## config.mk

```make
export PLATFORM = sky130hd
export DESIGN_NAME = partial_response_viterbi_detector_core
export DESIGN_NICKNAME = d
export VERILOG_FILES = /design/src/hw/rtl/prvd_pkg.sv /design/src/hw/rtl/partial_response_viterbi_detector_core.sv /design/src/hw/rtl/prvd_front.sv /design/src/hw/rtl/prvd_queue.sv /design/src/hw/rtl/prvd_back.sv
export SDC_FILE = /design/constraint.sdc
export NUM_CORES = 2
export LEC_CHECK = 0
export BUFFER_PORTS_ARGS = -buffer_cell sky130_fd_sc_hd__buf_2
export CELL_PAD_IN_SITES_DETAIL_PLACEMENT = 2
export CELL_PAD_IN_SITES_GLOBAL_PLACEMENT = 2
export CORE_ASPECT_RATIO = 1.25
export CORE_MARGIN = 2
export CORE_UTILIZATION = 46
export DETAILED_ROUTE_END_ITERATION = 10
export PLACE_DENSITY_LB_ADDON = 0.2
export SLEW_MARGIN = 10
export SYNTH_ARGS = -nofsm -noshare
export SYNTH_HDL_FRONTEND = slang
export SYNTH_SLANG_ARGS = --single-unit
```

## constraint.sdc

```tcl
create_clock -name i_clk -period 49.4 [get_ports i_clk]
set_clock_uncertainty 0.1 [all_clocks]
set_input_delay 4.94 -clock i_clk [delete_from_list [all_inputs] [get_ports i_clk]]
set_output_delay 4.94 -clock i_clk [all_outputs]
set_load 0.1 [all_outputs]
```

## src/hw/rtl/prvd_pkg.sv

```systemverilog
// Shared types and constants for the partial-response Viterbi detector.
// Used by every module under hw/rtl; depends on nothing.
package prvd_pkg;

    localparam int NUM_STATES      = 4;
    localparam int NUM_LEVELS      = 8;
    localparam int LEVEL_IDX_W     = 3;
    localparam int CFG_INDEX_W     = 4;
    localparam int LEVEL_W         = 8;
    localparam int SAMPLE_W        = 10;
    localparam int DIFF_W          = 11;
    localparam int BM_W            = 19;
    localparam int METRIC_W        = 24;
    localparam int TRACEBACK_DEPTH_DEF = 5;
    localparam int QUEUE_DEPTH     = 2;
    localparam int QUEUE_AW        = $clog2(QUEUE_DEPTH);
    localparam int QUEUE_CW        = $clog2(QUEUE_DEPTH + 1);

    typedef logic [METRIC_W-1:0]           t_metric;
    typedef logic [BM_W-1:0]               t_bm;
    typedef t_bm [NUM_LEVELS-1:0]          t_bm_set;
    typedef logic signed [LEVEL_W-1:0]     t_level;

    localparam t_metric METRIC_MAX = {METRIC_W{1'b1}};

    // levels indexed as bit*4 + state
    localparam t_level LEVEL_RESET [NUM_LEVELS] = '{
        -8'sd64, 8'sd0, -8'sd32, 8'sd32, -8'sd32, 8'sd32, 8'sd0, 8'sd64
    };

    typedef struct packed {
        logic empty;
        logic full;
    } t_queue_stat;

    typedef struct packed {
        logic warm_done;
        logic metric_zero;
    } t_back_stat;

endpackage

```

## src/hw/rtl/partial_response_viterbi_detector_core.sv

```systemverilog
// Top level of the four-state partial-response Viterbi detector.
// Instantiates prvd_front, prvd_queue and prvd_back; depends on prvd_pkg.
//
// Usage:
//   Samples (signed Q5.5) enter on the i_in_valid / o_in_ready channel, one
//   word per cycle while o_in_ready is high, and get their eight branch
//   metrics in the front end and wait in a two-entry queue; the back end runs
//   add-compare-select on one queued word per cycle unless the receiver
//   stalls, giving one sample per clock, set by the ACS and normalisation loop.
//   The first TRACEBACK_DEPTH samples give no result; every later sample gives
//   one decided bit on o_out_valid / i_out_ready, the bit from TRACEBACK_DEPTH
//   samples earlier. When nothing stalls, an accepted sample is written to
//   the queue, popped by the back end, and the bit decided on it registered.
//   The eight branch levels are written through i_cfg_valid / i_cfg_index /
//   i_cfg_data (always ready); indexes beyond seven are ignored. Write them
//   only while the detector is idle.
//   Reset (synchronous, active low) clears metrics, survivors, warm-up count,
//   queue and output valid flag, and restores the default levels.
//   When the receiver stalls, the output register holds its word, the back
//   end stops, the queue fills and o_in_ready drops once both queue entries
//   hold a word, at most two samples later.
module partial_response_viterbi_detector_core
    import prvd_pkg::*;
#(
    parameter int TRACEBACK_DEPTH = TRACEBACK_DEPTH_DEF
) (
    input  logic                       i_clk,
    input  logic                       i_rst_n,
    input  logic                       i_cfg_valid,
    output logic                       o_cfg_ready,
    input  logic [CFG_INDEX_W-1:0]     i_cfg_index,
    input  logic [LEVEL_W-1:0]         i_cfg_data,
    input  logic                       i_in_valid,
    output logic                       o_in_ready,
    input  logic signed [SAMPLE_W-1:0] i_sample,
    output logic                       o_out_valid,
    input  logic                       i_out_ready,
    output logic                       o_decoded_bit
);

    t_bm_set     front_bm;
    t_bm_set     queue_bm;
    logic        queue_valid;
    logic        back_pop;
    logic        in_push;
    t_queue_stat queue_stat;
    t_back_stat  back_stat;

    assign o_in_ready = !queue_stat.full;
    assign in_push    = i_in_valid && o_in_ready;

    prvd_front u_front (
        .i_clk       (i_clk),
        .i_rst_n     (i_rst_n),
        .i_cfg_valid (i_cfg_valid),
        .o_cfg_ready (o_cfg_ready),
        .i_cfg_index (i_cfg_index),
        .i_cfg_data  (i_cfg_data),
        .i_sample    (i_sample),
        .o_bm        (front_bm)
    );

    prvd_queue u_queue (
        .i_clk       (i_clk),
        .i_rst_n     (i_rst_n),
        .i_push      (in_push),
        .i_push_data (front_bm),
        .i_pop       (back_pop),
        .o_pop_data  (queue_bm),
        .o_valid     (queue_valid),
        .o_stat      (queue_stat)
    );

    prvd_back #(
        .TRACEBACK_DEPTH (TRACEBACK_DEPTH)
    ) u_back (
        .i_clk         (i_clk),
        .i_rst_n       (i_rst_n),
        .i_bm_valid    (queue_valid),
        .i_bm          (queue_bm),
        .o_bm_pop      (back_pop),
        .o_out_valid   (o_out_valid),
        .i_out_ready   (i_out_ready),
        .o_decoded_bit (o_decoded_bit),
        .o_stat        (back_stat)
    );

    // an accepted sample is always waiting or in the back end next cycle
    a_push_not_empty: assert property (@(posedge i_clk) disable iff (!i_rst_n)
        in_push |=> !queue_stat.empty)
        else $error("queue empty after accepting a sample");

    a_no_result_in_warmup: assert property (@(posedge i_clk) disable iff (!i_rst_n)
        o_out_valid |-> back_stat.warm_done)
        else $error("result offered before warm-up finished");

    a_metrics_normalised: assert property (@(posedge i_clk) disable iff (!i_rst_n)
        back_stat.metric_zero)
        else $error("no path metric is zero after normalisation");

endmodule

```

## src/hw/rtl/prvd_front.sv

```systemverilog
// Front end: level registers and branch metrics for one sample.
// Depends on prvd_pkg.
module prvd_front
    import prvd_pkg::*;
(
    input  logic                      i_clk,
    input  logic                      i_rst_n,
    input  logic                      i_cfg_valid,
    output logic                      o_cfg_ready,
    input  logic [CFG_INDEX_W-1:0]    i_cfg_index,
    input  logic [LEVEL_W-1:0]        i_cfg_data,
    input  logic signed [SAMPLE_W-1:0] i_sample,
    output t_bm_set                   o_bm
);

    t_level r_level [NUM_LEVELS];

    assign o_cfg_ready = 1'b1;

    always_ff @(posedge i_clk) begin
        if (!i_rst_n) begin
            r_level <= LEVEL_RESET;
        end else if (i_cfg_valid && (i_cfg_index < CFG_INDEX_W'(NUM_LEVELS))) begin
            r_level[i_cfg_index[LEVEL_IDX_W-1:0]] <= i_cfg_data;
        end
    end

    // squared distance from each branch level, exact
    always_comb begin
        logic signed [DIFF_W-1:0]   diff;
        logic signed [2*DIFF_W-1:0] sq;
        for (int i = 0; i < NUM_LEVELS; i++) begin
            diff    = DIFF_W'(i_sample) - DIFF_W'(r_level[i]);
            sq      = diff * diff;
            o_bm[i] = sq[BM_W-1:0];
        end
    end

endmodule

```

## src/hw/rtl/prvd_queue.sv

```systemverilog
// Short queue of branch-metric words between front and back.
// Depends on prvd_pkg.
module prvd_queue
    import prvd_pkg::*;
(
    input  logic        i_clk,
    input  logic        i_rst_n,
    input  logic        i_push,
    input  t_bm_set     i_push_data,
    input  logic        i_pop,
    output t_bm_set     o_pop_data,
    output logic        o_valid,
    output t_queue_stat o_stat
);

    t_bm_set               r_mem [QUEUE_DEPTH];
    logic [QUEUE_AW-1:0]   r_wr_ptr;
    logic [QUEUE_AW-1:0]   r_rd_ptr;
    logic [QUEUE_CW-1:0]   r_count;
    logic                  do_push;
    logic                  do_pop;

    assign o_stat.empty = (r_count == '0);
    assign o_stat.full  = (r_count == QUEUE_CW'(QUEUE_DEPTH));
    assign o_valid      = !o_stat.empty;
    assign o_pop_data   = r_mem[r_rd_ptr];
    assign do_push      = i_push && !o_stat.full;
    assign do_pop       = i_pop && !o_stat.empty;

    always_ff @(posedge i_clk) begin
        if (do_push) begin
            r_mem[r_wr_ptr] <= i_push_data;
        end
    end

    always_ff @(posedge i_clk) begin
        if (!i_rst_n) begin
            r_wr_ptr <= '0;
            r_rd_ptr <= '0;
            r_count  <= '0;
        end else begin
            if (do_push) begin
                r_wr_ptr <= r_wr_ptr + 1'b1;
            end
            if (do_pop) begin
                r_rd_ptr <= r_rd_ptr + 1'b1;
            end
            if (do_push && !do_pop) begin
                r_count <= r_count + 1'b1;
            end else if (do_pop && !do_push) begin
                r_count <= r_count - 1'b1;
            end
        end
    end

endmodule

```

## src/hw/rtl/prvd_back.sv

```systemverilog
// Back end: add-compare-select, metric normalisation, register-exchange
// survivors and the output register. Depends on prvd_pkg.
module prvd_back
    import prvd_pkg::*;
#(
    parameter int TRACEBACK_DEPTH = TRACEBACK_DEPTH_DEF
) (
    input  logic       i_clk,
    input  logic       i_rst_n,
    input  logic       i_bm_valid,
    input  t_bm_set    i_bm,
    output logic       o_bm_pop,
    output logic       o_out_valid,
    input  logic       i_out_ready,
    output logic       o_decoded_bit,
    output t_back_stat o_stat
);

    localparam int CW = $clog2(TRACEBACK_DEPTH + 1);

    t_metric                    r_pm   [NUM_STATES];
    t_metric                    n_pm   [NUM_STATES];
    logic [TRACEBACK_DEPTH-1:0] r_hist [NUM_STATES];
    logic [TRACEBACK_DEPTH-1:0] n_hist [NUM_STATES];
    logic [CW-1:0]              r_warm;
    logic [CW-1:0]              n_warm;
    logic                       r_out_valid;
    logic                       n_out_valid;
    logic                       r_out_bit;
    logic                       n_out_bit;

    t_metric    nm       [NUM_STATES];
    logic [1:0] sel_pred [NUM_STATES];
    t_metric    lo;
    logic [1:0] best;
    logic       steady;
    logic       fire;
    logic       dec_bit;

    assign steady   = (r_warm == CW'(TRACEBACK_DEPTH));
    assign fire     = i_bm_valid && (!r_out_valid || i_out_ready);
    assign o_bm_pop = fire;

    // add-compare-select; ties keep the lower-numbered predecessor
    always_comb begin
        logic [METRIC_W:0] sum;
        t_metric           cand [2];
        logic [1:0]        pred [2];
        for (int w = 0; w < NUM_STATES; w++) begin
            for (int k = 0; k < 2; k++) begin
                pred[k] = 2'(2 * k + (w >> 1));
                sum     = {1'b0, r_pm[pred[k]]}
                          + (METRIC_W + 1)'(i_bm[3'((w & 1) * 4) + 3'(pred[k])]);
                cand[k] = sum[METRIC_W] ? METRIC_MAX : sum[METRIC_W-1:0];
            end
            if (cand[1] < cand[0]) begin
                nm[w]       = cand[1];
                sel_pred[w] = pred[1];
            end else begin
                nm[w]       = cand[0];
                sel_pred[w] = pred[0];
            end
        end
    end

    // best state, lowest index on ties
    always_comb begin
        lo   = nm[0];
        best = '0;
        for (int w = 1; w < NUM_STATES; w++) begin
            if (nm[w] < lo) begin
                lo   = nm[w];
                best = 2'(w);
            end
        end
    end

    assign dec_bit = r_hist[sel_pred[best]][0];

    always_comb begin
        logic [TRACEBACK_DEPTH-1:0] ph;
        logic                       wbit;
        for (int w = 0; w < NUM_STATES; w++) begin
            ph      = r_hist[sel_pred[w]];
            wbit    = 1'(w & 1);
            n_pm[w] = nm[w] - lo;
            if (steady) begin
                // drop the oldest decision, append the newest
                n_hist[w] = {wbit, ph[TRACEBACK_DEPTH-1:1]};
            end else begin
                for (int j = 0; j < TRACEBACK_DEPTH; j++) begin
                    n_hist[w][j] = (CW'(j) == r_warm) ? wbit : ph[j];
                end
            end
        end
        n_warm = steady ? r_warm : r_warm + 1'b1;
    end

    always_comb begin
        n_out_valid = r_out_valid && !i_out_ready;
        n_out_bit   = r_out_bit;
        if (fire && steady) begin
            n_out_valid = 1'b1;
            n_out_bit   = dec_bit;
        end
    end

    always_ff @(posedge i_clk) begin
        if (!i_rst_n) begin
            for (int w = 0; w < NUM_STATES; w++) begin
                r_pm[w]   <= '0;
                r_hist[w] <= '0;
            end
            r_warm      <= '0;
            r_out_valid <= 1'b0;
        end else begin
            if (fire) begin
                r_pm   <= n_pm;
                r_hist <= n_hist;
                r_warm <= n_warm;
            end
            r_out_valid <= n_out_valid;
        end
    end

    always_ff @(posedge i_clk) begin
        r_out_bit <= n_out_bit;
    end

    assign o_out_valid        = r_out_valid;
    assign o_decoded_bit      = r_out_bit;
    assign o_stat.warm_done   = steady;
    assign o_stat.metric_zero = (r_pm[0] == '0) || (r_pm[1] == '0)
                                || (r_pm[2] == '0) || (r_pm[3] == '0);

endmodule
```

==> results.py <==
metrics = {
    "global_routing": {
        "tot_gr_track_use": 0.438,
        "overflow_after_grt": 0,
        "antenna_found_initial": 14,
        "grt_pass1_vias": 69698,
        "grt_pass1_wl_mm": 476,
        "grt_max_degree": 67,
    },
    "detailed_routing": {
        "remaining_design_rule_violation_count": 0,
        "route.vias.total": 60057,
        "drt_pass1_iterations": 6,
        "routedWlPerCell_um": 34.9,
        "postRouteWirelength_mm": 326,
        "detail_route_antenna_nets": 0,
        "initialDrtViolationCount": 4501,
        "viasPerCell": 6.42,
    },
    "worst_hold_path": {
        "hold_path.class": "reg2reg",
    },
    "sta": {
        "worstMarginPinSlew_ns": 1.31,
        "fmaxAchievable_mhz": 47.8,
        "finalMaxSlewViolations": 0,
        "layout_worst_path_cycle_share": 0.424,
        "finalSetupViolCount": 0,
        "tns_ns": 0,
        "slew-limit-headroom": 0.116,
        "grt_setup_unrepaired": "no",
        "layout_min_cycle_time_ns": 20.94,
        "finalHoldViolations": 0,
    },
    "die": {
        "floorplan.initialDensity": 0.462,
        "full_die_area_um2": 148000,
        "die_wd_um": 344,
        "chipHeight_um": 429,
        "fp-row-count": 156,
        "io-pin-count": 31,
        "core_um2": 144000,
    },
    "clock_tree": {
        "clock_sinks": 478,
        "clock_pin_slew_on_the_worst_setup_and_hold_paths_ns": 0.07,
        "cts_htree_levels": 2,
        "clockBufferDepth": 3,
        "cts_resized": 0,
        "cts_made_buffers": 61,
        "clock_tree_from_tritoncts": "built",
        "clkLatencyLatePin_ns": 0.77,
        "cts_setup_buffers": 0,
        "cts.hold.buffers_added": 0,
        "cts-root-buf": "sky130_fd_sc_hd__clkbuf_16",
    },
    "logic_synthesis": {
        "synth.lib_cells_used.distinct": 90,
        "syn-cell-area_um2": 66500,
        "synth_enable_flop_cells": 289,
        "syn_inst": 7425,
        "synthesis.yosys.warnings": 0,
        "ys_ff_latch": 478,
        "ys_dominant_reg_cell": "sky130_fd_sc_hd__edfxtp_1",
        "synth.yosys.seq_area_share": 0.187,
        "synthesis.area_per_instance_um2": 8.96,
        "postSynthNetCount": 8947,
        "postSynth.asyncResetShare": 0,
    },
    "flow_run": {
        "max-cap-violations": 0,
    },
    "worst_setup_path": {
        "slowest_delay_ns": 0.88,
        "sort_of_element_at_the_end_of_the_critical_path": "flop",
        "worst-path-buf-inv": 6,
        "worst_path_most_repeated_cell": "sky130_fd_sc_hd__a21o_1",
        "critical_path_peak_fanout": 66,
        "worst-endpoint-required_ns": 49.94,
        "critical_path.slowest_cell": "sky130_fd_sc_hd__buf_4",
        "worst_ep_arrival_time_ns": 21.48,
        "timing.critical_path.from_type": "flop",
        "critical_path.top_delay_family": "compound AO/OA/AOI/OAI gates",
        "kind_of_critical_path": "reg2reg",
    },
    "status": {
        "status": "complete, no violations",
    },
    "layout": {
        "layout.nets": 8924,
        "layout-drive-gt1-share": 0.0600,
        "flow.area_growth_from_synthesis_pct": 6.64,
    },
    "place": {
        "gp_congestion": 0.947,
        "port-buffer-count": 29,
        "dpl.hpwl_mm": 232,
    },
}
-- worst min-delay path: stages, from the launching register on --
cell and delay [ns]:
sky130_fd_sc_hd__dfxtp_1 0.32, sky130_fd_sc_hd__nand2_1 0.06, sky130_fd_sc_hd__a21oi_1 0.06
-- cells in the final DEF, fill, tap and decap left out, types with 15 or more instances in the layout --
cell type / count
sky130_fd_sc_hd__nand2b_1: 58
sky130_fd_sc_hd__a211o_1: 19
sky130_fd_sc_hd__mux2_2: 169
sky130_fd_sc_hd__nor2_1: 720
sky130_fd_sc_hd__nand4_1: 49
sky130_fd_sc_hd__xnor2_1: 338
sky130_fd_sc_hd__or2_2: 32
sky130_fd_sc_hd__nor3_1: 79
sky130_fd_sc_hd__mux2i_1: 125
sky130_fd_sc_hd__clkinv_2: 15
sky130_fd_sc_hd__inv_1: 1275
sky130_fd_sc_hd__a211oi_1: 41
sky130_fd_sc_hd__o21bai_1: 102
sky130_fd_sc_hd__edfxtp_1: 289
sky130_fd_sc_hd__o31a_1: 16
sky130_fd_sc_hd__nand2_1: 558
sky130_fd_sc_hd__and3_1: 42
sky130_fd_sc_hd__nand3_1: 72
sky130_fd_sc_hd__o31ai_1: 22
sky130_fd_sc_hd__clkbuf_16: 61
sky130_fd_sc_hd__xor2_1: 165
sky130_fd_sc_hd__a31oi_1: 44
sky130_fd_sc_hd__o21a_1: 60
sky130_fd_sc_hd__clkinv_1: 31
sky130_fd_sc_hd__o21ai_0: 249
sky130_fd_sc_hd__buf_4: 59
sky130_fd_sc_hd__a221oi_1: 15
sky130_fd_sc_hd__o211ai_1: 37
sky130_fd_sc_hd__buf_2: 29
sky130_fd_sc_hd__fa_1: 720
sky130_fd_sc_hd__ha_1: 775
sky130_fd_sc_hd__a21oi_1: 462
sky130_fd_sc_hd__a21o_1: 162
sky130_fd_sc_hd__nor2b_1: 33
sky130_fd_sc_hd__or3_1: 32
sky130_fd_sc_hd__dfxtp_1: 188
sky130_fd_sc_hd__and2_1: 30
-- per-layer routing --
layer	global-route usage	routed length [µm]	up-vias
li1	-	-	24592
met1	0.466	114000	30811
met2	0.748	160000	3023
met3	0.0866	20200	1611
met4	0.360	32400	20
met5	0	137	-
-- cell usage after synthesis, types with 21 or more instances --
library cell / count / area share
sky130_fd_sc_hd__inv_1: 1277 / 0.072
sky130_fd_sc_hd__ha_1: 775 / 0.15
sky130_fd_sc_hd__nor2_1: 725 / 0.041
sky130_fd_sc_hd__fa_1: 720 / 0.22
sky130_fd_sc_hd__nand2_1: 558 / 0.031
sky130_fd_sc_hd__a21oi_1: 462 / 0.035
sky130_fd_sc_hd__xnor2_1: 339 / 0.045
sky130_fd_sc_hd__edfxtp_1: 289 / 0.13
sky130_fd_sc_hd__o21ai_0: 249 / 0.019
sky130_fd_sc_hd__dfxtp_1: 189 / 0.057
sky130_fd_sc_hd__mux2_2: 169 / 0.029
sky130_fd_sc_hd__xor2_1: 165 / 0.022
sky130_fd_sc_hd__a21o_1: 162 / 0.018
sky130_fd_sc_hd__clkbuf_1: 141 / 0.0080
sky130_fd_sc_hd__mux2i_1: 125 / 0.019
sky130_fd_sc_hd__o21bai_1: 102 / 0.012
sky130_fd_sc_hd__nor3_1: 80 / 0.0060
sky130_fd_sc_hd__nand3_1: 72 / 0.0054
sky130_fd_sc_hd__o21a_1: 60 / 0.0068
sky130_fd_sc_hd__nand2b_1: 59 / 0.0056
sky130_fd_sc_hd__nand4_1: 49 / 0.0046
sky130_fd_sc_hd__a31oi_1: 45 / 0.0042
sky130_fd_sc_hd__and3_1: 43 / 0.0040
sky130_fd_sc_hd__a211oi_1: 42 / 0.0047
sky130_fd_sc_hd__o211ai_1: 37 / 0.0042
sky130_fd_sc_hd__nor2b_1: 33 / 0.0031
sky130_fd_sc_hd__or2_2: 32 / 0.0030
sky130_fd_sc_hd__or3_1: 32 / 0.0030
sky130_fd_sc_hd__and2_1: 30 / 0.0028
sky130_fd_sc_hd__clkinv_1: 27 / 0.0015
sky130_fd_sc_hd__o31ai_1: 24 / 0.0027
sky130_fd_sc_hd__buf_1: 21 / 0.0012
-- final timing paths --
check                                    from  slack [ns]                          endpoint  cells after the start
max                                      flop       28.46      u_back.r_pm[71]$_SDFFE_PN0P_                     71
min          u_front.r_level[40]$_SDFFE_PN0P_        0.39  u_front.r_level[40]$_SDFFE_PN0P_                      2
max reg2reg                              flop       28.46      u_back.r_pm[71]$_SDFFE_PN0P_                     71
min reg2reg  u_front.r_level[40]$_SDFFE_PN0P_        0.39  u_front.r_level[40]$_SDFFE_PN0P_                      2
-- cell families after synthesis --
group / synth area share
other: 0.0000564
AOI/OAI and AO/OA: 0.135
adders and majority gates: 0.363
DFF: 0.187
buffers and inverters: 0.0837
and+or+nand+nor: 0.117
xor gates and xnor gates: 0.0664
muxes: 0.0477
-- layout make-up --
class	instances	area, µm²
inverter	1305	4900
clock buffer	69	1570
timing repair buffer	88	588
fill	15471	73100
tap	1896	2370
sequential	478	12500
multi-input combinational	5468	48600
antenna	1	2.50
clock inverter	45	429
-- state kept, by name (all words and copies together) (netlist names), named ones only --
name / flops
u_back.o_decoded_bit: 1
u_back.r_hist: 20
u_back.r_warm: 3
u_queue.r_mem: 288
u_front.r_level: 64
u_back.r_pm: 96
u_queue.r_wr_ptr: 1
u_queue.r_rd_ptr: 1
u_back.o_out_valid: 1
u_queue.r_count: 2
-- metrics by stage --
step	area, µm²	std cells	hold WS (ns)	util	worst slack [ns]
after global routing	70900	9349	0.419	0.492	27.43
after floorplan	66500	7425	0.336	-	33.08
final	70900	9350	0.386	0.492	28.46
after global placement	68900	9235	0.344	0.478	30.21
after CTS	70900	9349	0.383	0.492	28.99
after detailed placement	68900	9235	0.364	0.478	29.44
Power is not shown: default switching activity piles up to over one toggle a cycle in this logic, so the estimate is an artifact.
